$ cat src/rtl/scsa_pkg.sv
`timescale 1ns / 1ps
`default_nettype none
package scsa_pkg;

  localparam int ADDR_W      = 48;
  localparam int SIZE_W      = 16;
  localparam int CLS_W       = 4;
  localparam int STAT_W      = 3;
  localparam int CB_W        = 12;
  localparam int MAX_CLASSES = 12;

  localparam logic [CB_W-1:0] CLASS_BYTES [MAX_CLASSES] = '{
    12'd8, 12'd16, 12'd32, 12'd48, 12'd80, 12'd128,
    12'd192, 12'd288, 12'd448, 12'd672, 12'd1024, 12'd2048
  };

  localparam logic CMD_ALLOC = 1'b0;
  localparam logic CMD_FREE  = 1'b1;

  typedef enum logic [STAT_W-1:0] {
    STAT_OK           = 3'd0,
    STAT_TOO_LARGE    = 3'd1,
    STAT_EXHAUSTED    = 3'd2,
    STAT_IGNORED      = 3'd3,
    STAT_PAGE_ALIGNED = 3'd4
  } status_t;

  typedef enum logic [3:0] {
    S_SWEEP,
    S_IDLE,
    S_A_CLASS,
    S_A_HEAD,
    S_A_POP,
    S_A_ADDR,
    S_F_OFF,
    S_F_REGION,
    S_F_ROFF,
    S_F_MUL,
    S_F_PUSH,
    S_OUT
  } state_t;

  typedef enum logic [3:0] {
    STEP_NONE,
    STEP_SWEEP,
    STEP_ACCEPT,
    STEP_A_CLASS,
    STEP_A_HEAD,
    STEP_A_POP,
    STEP_A_ADDR,
    STEP_F_OFF,
    STEP_F_REGION,
    STEP_F_ROFF,
    STEP_F_MUL,
    STEP_F_PUSH
  } dp_step_t;

  typedef struct packed {
    dp_step_t step;
    logic     load_out;
  } ctl_cmd_t;

  typedef struct packed {
    logic sweep_done;
    logic out_free;
  } dp_sts_t;

endpackage
`default_nettype wire

$ cat src/rtl/scsa_ctrl.sv
`timescale 1ns / 1ps
`default_nettype none
module scsa_ctrl (
  input  wire logic               clk,
  input  wire logic               rst_n,
  input  wire logic               in_valid,
  input  wire logic               in_cmd,
  input  wire scsa_pkg::dp_sts_t  sts,
  output scsa_pkg::ctl_cmd_t      cmd,
  output logic                    in_ready
);

  scsa_pkg::state_t state_r, state_nxt;

  always_ff @(posedge clk) begin
    if (!rst_n) begin
      state_r <= scsa_pkg::S_SWEEP;
    end else begin
      state_r <= state_nxt;
    end
  end

  always_comb begin
    state_nxt    = state_r;
    cmd.step     = scsa_pkg::STEP_NONE;
    cmd.load_out = 1'b0;
    in_ready     = 1'b0;
    unique case (state_r)
      scsa_pkg::S_SWEEP: begin
        cmd.step = scsa_pkg::STEP_SWEEP;
        if (sts.sweep_done) state_nxt = scsa_pkg::S_IDLE;
      end
      scsa_pkg::S_IDLE: begin
        in_ready = 1'b1;
        if (in_valid) begin
          cmd.step  = scsa_pkg::STEP_ACCEPT;
          state_nxt = (in_cmd == scsa_pkg::CMD_FREE) ? scsa_pkg::S_F_OFF
                                                     : scsa_pkg::S_A_CLASS;
        end
      end
      scsa_pkg::S_A_CLASS: begin
        cmd.step  = scsa_pkg::STEP_A_CLASS;
        state_nxt = scsa_pkg::S_A_HEAD;
      end
      scsa_pkg::S_A_HEAD: begin
        cmd.step  = scsa_pkg::STEP_A_HEAD;
        state_nxt = scsa_pkg::S_A_POP;
      end
      scsa_pkg::S_A_POP: begin
        cmd.step  = scsa_pkg::STEP_A_POP;
        state_nxt = scsa_pkg::S_A_ADDR;
      end
      scsa_pkg::S_A_ADDR: begin
        cmd.step  = scsa_pkg::STEP_A_ADDR;
        state_nxt = scsa_pkg::S_OUT;
      end
      scsa_pkg::S_F_OFF: begin
        cmd.step  = scsa_pkg::STEP_F_OFF;
        state_nxt = scsa_pkg::S_F_REGION;
      end
      scsa_pkg::S_F_REGION: begin
        cmd.step  = scsa_pkg::STEP_F_REGION;
        state_nxt = scsa_pkg::S_F_ROFF;
      end
      scsa_pkg::S_F_ROFF: begin
        cmd.step  = scsa_pkg::STEP_F_ROFF;
        state_nxt = scsa_pkg::S_F_MUL;
      end
      scsa_pkg::S_F_MUL: begin
        cmd.step  = scsa_pkg::STEP_F_MUL;
        state_nxt = scsa_pkg::S_F_PUSH;
      end
      scsa_pkg::S_F_PUSH: begin
        cmd.step  = scsa_pkg::STEP_F_PUSH;
        state_nxt = scsa_pkg::S_OUT;
      end
      scsa_pkg::S_OUT: begin
        cmd.load_out = sts.out_free;
        if (sts.out_free) state_nxt = scsa_pkg::S_IDLE;
      end
      default: begin
        state_nxt = scsa_pkg::S_IDLE;
      end
    endcase
  end

endmodule
`default_nettype wire

$ cat config.mk
export PLATFORM = sky130hd
export DESIGN_NAME = scsa_ctrl
export DESIGN_NICKNAME = d
export VERILOG_FILES = /design/src/rtl/scsa_pkg.sv /design/src/rtl/scsa_ctrl.sv
export SDC_FILE = /design/constraint.sdc
export NUM_CORES = 1
export LEC_CHECK = 0
export ABC_AREA = 1
export BUFFER_PORTS_ARGS = -buffer_cell sky130_fd_sc_hd__clkbuf_2
export CAP_MARGIN = 20
export CORE_AREA = 2 2 39 41
export CTS_CLUSTER_DIAMETER = 150
export DETAILED_ROUTE_END_ITERATION = 16
export DIE_AREA = 0 0 41 43
export GPL_TIMING_DRIVEN = 1
export SYNTH_ARGS = -nofsm -noshare
export SYNTH_HDL_FRONTEND = slang
export SYNTH_SLANG_ARGS = --single-unit
$ cat constraint.sdc
create_clock -name clk -period 1.4 [get_ports clk]
set_input_delay 0.28 -clock clk [delete_from_list [all_inputs] [get_ports clk]]
set_output_delay 0.28 -clock clk [all_outputs]
set_load 0.1 [all_outputs]
# Word level (Yosys, flattened, before mapping)
# Cells that the tools add are included.
word_totals:
  register_bits: 4
  in_bits: 6
  out_inout_bits: 6
op_classes:
  n_eq_ne: 14
  n_mux: 9
  reduce_logical: 3
op_table:
  columns: ["op", "n"]
  rows:
  - ["one-hot mux 4 bit (11 select lines)", 2]
  - ["equality test 4 x 3 -> 1 bit (second input constant)", 4]
  - ["equality test 4 bit (second input constant)", 4]
  - ["2-to-1 mux 4 bit", 3]
  - ["equality test 4 x 2 -> 1 bit (second input constant)", 2]
  - ["!= test 2 bit (second input constant)", 3]
  - ["equality test 4 x 1 -> 1 bit (second input constant)", 1]
  - ["zero test 4 bit", 1]
  - ["2-to-1 mux 3 bit", 1]
  - ["AND reduction 3 bit", 1]
  - ["2-to-1 mux 1 bit", 2]
  - ["2-to-1 mux 2 bit", 1]
  - ["OR reduction 2 bit", 1]

# Depth between registers and ports, before layout
# Gate-level depths: netlist (run 1).
logic_depth:
  depth_word: 3
  mapped_depth: 9
  mapped_depth_nobuf: 9

# Worst setup path after synthesis (run 1)
# Ideal clock, no wire load.
synth_timing:
  path_type: "register to output"
  start: "register state_r[0]"
  end: "output port cmd[2] in the netlist's numbering"
  arrival_ps: 2889
  required_ps: 1120
  setup_slack_ps: -1769
  path_stages_with_launch: 5
  n_path_buf: 1
  path_cell_list: "dfxtp_1 > buf_4 > a21oi_1 > nand2_1 > nand3_1"
synth_lines:
  columns: ["element", "line", "source"]
  rows:
  - ["start: declaration", "scsa_ctrl.sv:13", "scsa_pkg::state_t state_r, state_nxt;"]
  - ["start signal: assignment", "scsa_ctrl.sv:17", "state_r <= scsa_pkg::S_SWEEP;"]
  - ["start signal: assignment", "scsa_ctrl.sv:19", "state_r <= state_nxt;"]
  - ["end: declaration", "scsa_ctrl.sv:9", "output scsa_pkg::ctl_cmd_t cmd,"]

==> results of run 1 <==
==> what timing repair did <==
item | in CTS | in global routing
endpoints found under the setup margin | 6 | 6
setup buffers | 5 | 4
endpoints found under the hold margin | 0 | 0
resized for setup | 18 | 6
pin swaps | 4 | 4
==> cells by family after synthesis <==
| group | share of synthesized area |
|---|---|
| AND/OR/NAND/NOR | 0.556 |
| buffers and inverters | 0.159 |
| AO/OA/AOI/OAI | 0.0728 |
| flip-flops | 0.212 |
==> worst max-delay path by stage <==
stage / from / end / slack [ps] / depth (start not counted)
after floorplan: state_r[2]$_SDFFE_PN0P_ / cmd[2] / -360 / 6
after global placement: state_r[2]$_SDFFE_PN0P_ / cmd[4] / 50 / 4
after detailed placement: state_r[0]$_SDFFE_PN0P_ / cmd[4] / 60 / 4
after CTS: state_r[0]$_SDFFE_PN0P_ / cmd[2] / -90 / 5
after global routing: state_r[3]$_SDFFE_PN0P_ / cmd[2] / -150 / 6
final: state_r[3]$_SDFFE_PN0P_ / cmd[2] / -70 / 6
==> cells in the mapped netlist <==
| cell type | instances |
|---|---|
| buf_6 | 1 |
| buf_4 | 1 |
| nand4_1 | 1 |
| nor3b_2 | 1 |
| nand2_4 | 1 |
| nand2_2 | 2 |
| nand3_2 | 1 |
| dfxtp_1 | 4 |
| o21ai_1 | 1 |
| inv_1 | 6 |
| nor3_1 | 1 |
| nor2_4 | 2 |
| nand2_1 | 17 |
| nand3_1 | 5 |
| inv_2 | 5 |
| o21bai_1 | 1 |
| nor2_1 | 11 |
| a21oi_1 | 3 |
==> layout make-up <==
type | instances | share of cell area
multi-input combinational | 47 | 0.400
tap | 16 | 0.0244
timing repair buffer | 29 | 0.369
clock buffer | 3 | 0.0275
sequential | 4 | 0.116
inverter | 11 | 0.0626
==> metal layers <==
layer | up-vias | GRT usage
li1 | 260 | -
met1 | 231 | 0.199
met4 | 0 | 0.0400
met3 | 2 | 0.0524
met2 | 10 | 0.250
met5 | - | 0
==> cell usage in the layout (no fill, tap or decap), types with 2 or more instances in the layout <==
| cell | instances |
|---|---|
| dfxtp_4 | 4 |
| nor2_2 | 2 |
| nand3_1 | 4 |
| nand2_2 | 4 |
| buf_4 | 12 |
| inv_4 | 4 |
| nor2_1 | 9 |
| buf_6 | 6 |
| a21oi_1 | 2 |
| nand2_4 | 5 |
| nor2_4 | 2 |
| buf_12 | 6 |
| clkbuf_2 | 5 |
| clkbuf_4 | 3 |
| inv_1 | 6 |
| nand2_1 | 11 |
==> worst max-delay path: stages (launching register included) <==
cell and delay (ps):
dfxtp_4 410, inv_4 60, nand2_2 80, nand2_1 70, nand2_2 80, nand3_4 80, buf_12 170
==> where the power goes <==
group          switching [mW]  internal [mW]
Combinational           0.519          0.385
Clock                  0.0458         0.0958
Sequential             0.0468          0.142
==> metrics by stage <==
| stage | setup TNS (ps) | area (sq um) | setup WS, ps |
|---|---|---|---|
| finish | -286 | 820 | -70.1 |
| global route | -624 | 820 | -147 |
| global placement | 0 | 659 | 46.3 |
| floorplan | -1100 | 445 | -365 |
| detailed placement | 0 | 659 | 56.6 |
| CTS | -302 | 771 | -91.7 |
==> flow_summary.yaml, run 1 <==
status:
  status: "finished with violations"
  failed_checks: "negative setup slack"
placement:
  io_buffers: 11
  post-dp-hpwl_microns: 821
  placedCellCount: 98
  routabilityCongestion: 0.764
route:
  wl_per_cell_microns: 10.6
  dr.pass1.iters: 2
  ant_nets: 0
  vias: 503
  top_layer_used: "met4"
  avgViaCountPerCell: 4.57
  drcViolationCount: 0
  wl_met3_microns: 39
  wl_met1_microns: 478
  wl_met2_microns: 629
  wl_microns: 1160
  drtIter0Drc: 2
cts:
  ctsHoldBuffers: 0
  numCtsBuffers: 3
  cts_root_buffer: "clkbuf_4"
  clkSinkCount: 4
  clock_latency_ps: 230
  clkTransAtPathRegs_ps: 40
  clock_path_buffers: 2
  htree_levels: 1
  cts_tree: "yes"
synthesis:
  yosysSeqAreaShare: 0.212
  synth.avg_cell_area_sq_um: 5.90
  synth_cell_types: 18
  ys_ff_latch: 4
  synth.top_cell.area_share: 0.212
  yosys-top-cells-area: "dfxtp_1 21%, nand2_1 17%, nor2_1 11%"
  syn_inst: 64
  yosysTopAreaCell: "dfxtp_1"
  synth_nets: 70
  syn_area_sq_um: 378
  yosysWarnings: 0
sta:
  whs_ps: 255
  setup_ws_ps: -70.1
  hold_viol: 0
  relSlewSlack: 0.861
  fmax_mhz: 680
  slew_violations: 0
  tightest_slew_ps: 208
  period_needed_ps: 1470
  setup_viol: 6
  skew_ps: 6.02
  rsz0062_at_grt: "true"
  period_share: 1.05
final_layout:
  antennaDiodeCount: 0
  final_util: 0.592
  drive_gt1_frac: 0.649
  areaGrowthSynthToFinish_pct: 117
  fin_nets: 102
  fin_cells: 110
  register_area_sq_um: 95.1
  fill_cells: 118
  multiInputGateArea_sq_um: 328
  reg.largest.list: "state_r (4)"
  largest_register: "state_r"
  largest_reg_flops: 4
hold_path:
  holdPathStages: 3
  hold_class: "primary input to flop"
  min_to: "state_r[3]$_SDFFE_PN0P_"
  worstHoldStart: "rst_n"
die:
  ios: 12
  floorplan.rows: 14
  floorplan.initialDensity: 0.273
  fp.dieArea_sq_um: 1760
  die_y_microns: 43
  core-area_sq_um: 1380
  die_w_microns: 41
power_and_ir_drop:
  cellPowerDensity_nw_per_um2: 1510
  power_mw: 1.24
  p_leak_nw: 0.435
  ir_drop_uv: 1060
critical_path:
  worstSetupStartpointType: "flop"
  r2r-start: "state_r[0]$_SDFFE_PN0P_"
  critPathRequiredTime_ps: 1120
  r2r-end: "state_r[0]$_SDFFE_PN0P_"
  cp.arrival_ps: 1190
  worstSetupEndpointType: "output port"
  regToRegSetupSlack_ps: 140
  criticalPathCategory: "flop to output port"
  reg2regPathDepth: 8
  crit_fanout: 6
global_route:
  grt_usage: 0.158
  grt_max_degree: 7
  grt_pass1_wl_microns: 1950
  grt_overflow: 0
  antenna_found_initial: 0
  grt_pass1_vias: 493
flow_run:
  maxCapViolCount: 0
Power figures use the tool's default switching activity.
==> run 2, diff against run 1 <==
--- a/config.mk
+++ b/config.mk
@@ -5,9 +5,7 @@
 export SDC_FILE = /design/constraint.sdc
 export NUM_CORES = 1
 export LEC_CHECK = 0
-export ABC_AREA = 1
 export BUFFER_PORTS_ARGS = -buffer_cell sky130_fd_sc_hd__clkbuf_2
-export CAP_MARGIN = 20
 export CORE_AREA = 2 2 39 41
 export CTS_CLUSTER_DIAMETER = 150
 export DETAILED_ROUTE_END_ITERATION = 16
==> run 2 against run 1 <==
  * The run still ends with negative setup slack left
  * Final area is 14% lower
  * Count of clock-buffer cells in the layout up 1
  * Synthesized cell count shrank 38%
  * Final cell count down 25%
  * Sequential cell count stayed put
  * Combinational power is 61% lower
  * Critical path depth shrank 2
  * Fmax fell by 9.1%
  * Sequential power down 28%
  * Clock skew barely moved
  * Die area stayed put
  * Clock power rose by 15%
  * Highest routed layer unchanged
==> flow_summary.yaml, run 2 <==
synthesis:
  yosysSeqAreaShare: 0.245
  syn_inst: 40
  ys_ff_latch: 4
  synth-async-reset-ratio: 0
  yosysTopAreaCell: "dfxtp_1"
  synth_edf_count: 0
  synth_common_cells: "5 x a21oi_1, 4 x dfxtp_1, 4 x nand2_1, 4 x nor2_1, 4 x o21ai_0"
  synth_nets: 46
  synth_most_common_cell: "a21oi_1"
  yosysWarnings: 0
  ys.flop_type: "dfxtp_1"
  synth_cell_types: 23
  synth.top_cell.area_share: 0.245
  syn_area_sq_um: 327
  synth.avg_cell_area_sq_um: 8.16
  yosys-top-cells-area: "dfxtp_1 25%, a21oi_1 7.7%, buf_6 6.9%"
cts:
  cts_root_buffer: "clkbuf_4"
  clkTransAtPathRegs_ps: 40
  ctsHoldBuffers: 0
  numCtsBuffers: 3
  clkSinkCount: 4
  cts_tree: "yes"
  clock_latency_ps: 240
  clock_path_buffers: 2
  htree_levels: 1
power_and_ir_drop:
  p_leak_nw: 0.274
  clock_power_share: 0.249
  p_switching_uw: 273
  ir_drop_uv: 390
  combPwrFrac: 0.541
  switching_share: 0.417
  seqPwrFrac: 0.210
  cellPowerDensity_nw_per_um2: 926
  internal_power_uw: 382
final_layout:
  reg.largest.list: "state_r (4)"
  drive_gt1_frac: 0.742
  antennaDiodeCount: 0
  largest_register: "state_r"
  layout.cells.most_common_list: "10 x buf_4, 6 x buf_12, 5 x clkbuf_2"
  fin_nets: 73
  largest_reg_flops: 4
  areaGrowthSynthToFinish_pct: 117
  multiInputGateArea_sq_um: 305
  register_area_sq_um: 87.6
  layout_commonest_cell: "buf_4"
  fill_cells: 122
placement:
  routabilityCongestion: 0.762
  io_buffers: 11
  post-dp-hpwl_microns: 754
sta:
  rsz0062_at_grt: "true"
  tightest_slew_ps: 173
  setup_ws_ps: -217
  relSlewSlack: 0.883
  slew_violations: 0
  period_needed_ps: 1620
  final.setup.tns_ps: -836
  whs_ps: 297
  hold_viol: 0
  setup_viol: 6
  fmax_mhz: 618
  period_share: 1.16
  skew_ps: 6.20
route:
  drtIter0Drc: 3
  vias: 376
  ant_nets: 0
  drcViolationCount: 0
  wl_per_cell_microns: 11.8
  avgViaCountPerCell: 4.59
  dr.pass1.iters: 2
  wl_microns: 969
die:
  floorplan.rows: 14
  core-area_sq_um: 1380
  die_y_microns: 43
  floorplan.initialDensity: 0.236
  die_w_microns: 41
  ios: 12
  fp.dieArea_sq_um: 1760
status:
  failed_checks: "negative setup slack"
  status: "finished with violations"
global_route:
  grt_pass1_wl_microns: 1570
  grt_max_degree: 7
  grt_pass1_vias: 391
  grt_usage: 0.139
  grt_overflow: 0
  antenna_found_initial: 0
critical_path:
  criticalPathCategory: "flop to output port"
  crit_fanout: 5
  cp.arrival_ps: 1340
  critPathRequiredTime_ps: 1120
  worstSetupEndpointType: "output port"
  worstSetupStartpointType: "flop"
flow_run:
  maxCapViolCount: 0
hold_path:
  hold_class: "primary input to flop"
==> run 2: cells by family after synthesis <==
logic type / Yosys count / share of synthesized area
AOI/OAI and AO/OA: 13 / 0.284
muxes: 2 / 0.0651
buffers and inverters: 4 / 0.103
xor gates and xnor gates: 1 / 0.0268
DFF: 4 / 0.245
and+or+nand+nor: 16 / 0.276
==> run 2: power groups by stage <==
stage               logic [mW]  clock network, mW  registers [mW]
floorplan                0.216                  0           0.135
global placement         0.334                  0           0.137
detailed placement       0.337                  0           0.137
CTS                      0.354              0.175           0.137
global route             0.371              0.183           0.138
finish                   0.355              0.163           0.137
==> run 2: area by class of cell <==
| cell class | count | area share |
|---|---|---|
| flip-flops and latches | 4 | 0.124 |
| inverters | 1 | 0.00530 |
| well taps | 16 | 0.0283 |
| repair buffers | 25 | 0.375 |
| multi-input cells | 32 | 0.431 |
| clock buffers | 4 | 0.0371 |
==> run 2: worst paths after layout <==
check                               start                      end  slack (ps)  cells past startpoint
hold reg to reg   state_r[0]$_SDFFE_PN0P_  state_r[0]$_SDFFE_PN0P_         670                      2
setup reg to reg  state_r[2]$_SDFFE_PN0P_  state_r[2]$_SDFFE_PN0P_          70                      5
setup / recovery  state_r[2]$_SDFFE_PN0P_                 in_ready        -220                      4
hold / removal                      rst_n  state_r[0]$_SDFFE_PN0P_         300                      3
==> run 2: per-layer routing <==
layer	GRT usage	share of wire
met5	0	0
met4	0.140	0.019
met3	0.0314	0.032
met2	0.209	0.53
met1	0.144	0.42
==> run 2: stage by stage <==
stage | cells | total power [mW] | setup WS (ps) | area [sq um] | util
6_report | 82 | 0.656 | -217 | 708 | 0.512
5_1_grt | 82 | 0.692 | -254 | 708 | 0.512
4_1_cts | 82 | 0.666 | -218 | 694 | 0.502
3_5_place_dp | 76 | 0.474 | -4.73 | 622 | 0.449
3_3_place_gp | 76 | 0.470 | -8.05 | 622 | 0.449
2_1_floorplan | 40 | 0.350 | -259 | 400 | -
==> run 2: timing repair <==
action,in CTS,in global routing
buffers inserted,2,0
endpoints found under the hold margin,0,0
pin swaps,5,4
endpoints found under the setup margin,6,6
gates resized for setup,9,4
==> run 2: worst max-delay path, stage by stage (launching register included) <==
cell     delay, ps
dfxtp_2        330
buf_6          130
or3_4          350
nor2_4         110
buf_12         180
==> run 3, diff against run 2 <==
--- a/config.mk
+++ b/config.mk
@@ -5,12 +5,14 @@
 export SDC_FILE = /design/constraint.sdc
 export NUM_CORES = 1
 export LEC_CHECK = 0
-export BUFFER_PORTS_ARGS = -buffer_cell sky130_fd_sc_hd__clkbuf_2
 export CORE_AREA = 2 2 39 41
 export CTS_CLUSTER_DIAMETER = 150
 export DETAILED_ROUTE_END_ITERATION = 16
 export DIE_AREA = 0 0 41 43
+export DONT_BUFFER_PORTS = 1
+export GPL_ROUTABILITY_DRIVEN = 0
 export GPL_TIMING_DRIVEN = 1
+export MAX_ROUTING_LAYER = met4
 export SYNTH_ARGS = -nofsm -noshare
 export SYNTH_HDL_FRONTEND = slang
 export SYNTH_SLANG_ARGS = --single-unit
==> run 3 against run 2 <==
  * The flow still finishes with violations (negative setup slack)
  * Critical path depth stayed put
  * Utilization is 1.1 points lower
  * Worst setup slack better by 8.9 ps
  * Sequential share of layout area is 0.63 points higher
  * Sequential cell count stayed put
  * Total power is 0.53% lower
  * Non-clock buffer count is 4 lower
  * Sequential power hardly changed
  * Wire length stayed put
  * Largest cell class unchanged
==> flow_summary.yaml, run 3 (synthesis results as in run 2) <==
sta:
  rsz0062_at_grt: "true"
  period_needed_ps: 1610
  setup_viol: 6
  hold_viol: 0
  whs_ps: 151
  tightest_slew_ps: 189
  relSlewSlack: 0.874
  skew_ps: 12.5
  setup_ws_ps: -208
  period_share: 1.15
  fmax_mhz: 622
  slew_violations: 0
route:
  drcViolationCount: 0
  wl_per_cell_microns: 12.4
  wl_microns: 969
  vias: 368
  dr.pass1.iters: 2
  drtIter0Drc: 4
  ant_nets: 0
  avgViaCountPerCell: 4.72
critical_path:
  criticalPathCategory: "flop to output port"
  cp.arrival_ps: 1330
  worstSetupStartpointType: "flop"
  critPathRequiredTime_ps: 1120
  worstSetupEndpointType: "output port"
  crit_fanout: 4
cts:
  htree_levels: 1
  clkTransAtPathRegs_ps: 50
  clock_latency_ps: 240
  numCtsBuffers: 3
  clkSinkCount: 4
  cts_tree: "yes"
  clock_path_buffers: 2
  ctsHoldBuffers: 0
  cts_root_buffer: "clkbuf_4"
flow_run:
  maxCapViolCount: 0
placement:
  post-dp-hpwl_microns: 703
  pre_cts_ws_ps: -13.5
  io_buffers: 0
  postPlaceCellArea_sq_um: 582
final_layout:
  final_util: 0.501
  layout_commonest_cell: "buf_4"
  areaGrowthSynthToFinish_pct: 112
  drive_gt1_frac: 0.726
  fin_nets: 69
  reg.largest.list: "state_r (4)"
  register_area_sq_um: 90.1
  largest_register: "state_r"
  fill_cells: 144
  antennaDiodeCount: 0
  largest_reg_flops: 4
  layout.cells.most_common_list: "11 x buf_4, 6 x buf_12, 4 x buf_6"
  fin_area_sq_um: 693
  multiInputGateArea_sq_um: 305
power_and_ir_drop:
  p_leak_nw: 0.259
  power_uw: 652
  ir_drop_uv: 641
  cellPowerDensity_nw_per_um2: 941
die:
  die_y_microns: 43
  floorplan.rows: 14
  floorplan.initialDensity: 0.236
  die_w_microns: 41
  core-area_sq_um: 1380
  fp.dieArea_sq_um: 1760
  ios: 12
global_route:
  grt_overflow: 0
  grt_usage: 0.143
  grt_max_degree: 7
  grt_pass1_wl_microns: 1590
  grt_pass1_vias: 390
  antenna_found_initial: 0
status:
  status: "finished with violations"
  failed_checks: "negative setup slack"
hold_path:
  hold_class: "primary input to flop"
==> run 3: changes by cell type in the layout (fill, tap and decap cells not counted) <==
cell | before | now
dfxtp_2 | 3 | 2
dfxtp_4 | 1 | 2
buf_4 | 10 | 11
clkbuf_2 | 5 | 0
==> run 3: per-layer routing <==
layer  track usage  part of all wire
met4        0.0800             0.010
met5             -                 0
met3        0.0576             0.076
met1         0.132              0.35
met2         0.234              0.57
==> run 3: critical path, cell delays in order (launching register included) <==
cell	delay [ps]
dfxtp_2	330
buf_6	120
or3_4	340
nor2_4	110
buf_12	180
==> run 3: area by class of cell <==
cell class,instances,share of cell area
Clock buffer,4,0.0379
Inverter,1,0.00542
Multi-Input combinational cell,32,0.440
Timing Repair Buffer,21,0.357
Tap cell,16,0.0289
Sequential cell,4,0.130
==> run 3: through the flow <==
step	std cells	TNS, ps
2_1_floorplan	40	-986
3_3_place_gp	69	0
3_5_place_dp	69	-13.5
4_1_cts	78	-936
5_1_grt	78	-1150
6_report	78	-877
==> run 3: report_power, final <==
| part | internal [mW] | leakage, nW | switching (mW) |
|---|---|---|---|
| clock network | 0.108 | 0.0150 | 0.0567 |
| registers | 0.124 | 0.0350 | 0.0132 |
| logic | 0.152 | 0.209 | 0.198 |
==> run 3: timing repair <==
action,in CTS,in global routing
gates cloned,0,0
endpoints found under the setup margin,6,6
gates resized for setup,12,1
setup buffers,5,0
pin swaps,6,2
==> run 3: path summary, 6_finish.rpt <==
| path | start | depth (start not counted) | slack [ps] | endpoint |
|---|---|---|---|---|
| hold reg to reg | state_r[0]$_SDFFE_PN0P_ | 2 | 590 | state_r[2]$_SDFFE_PN0P_ |
| setup reg to reg | state_r[2]$_SDFFE_PN0P_ | 5 | 90 | state_r[2]$_SDFFE_PN0P_ |
| hold / removal | rst_n | 2 | 150 | state_r[2]$_SDFFE_PN0P_ |
| setup / recovery | state_r[2]$_SDFFE_PN0P_ | 4 | -210 | in_ready |
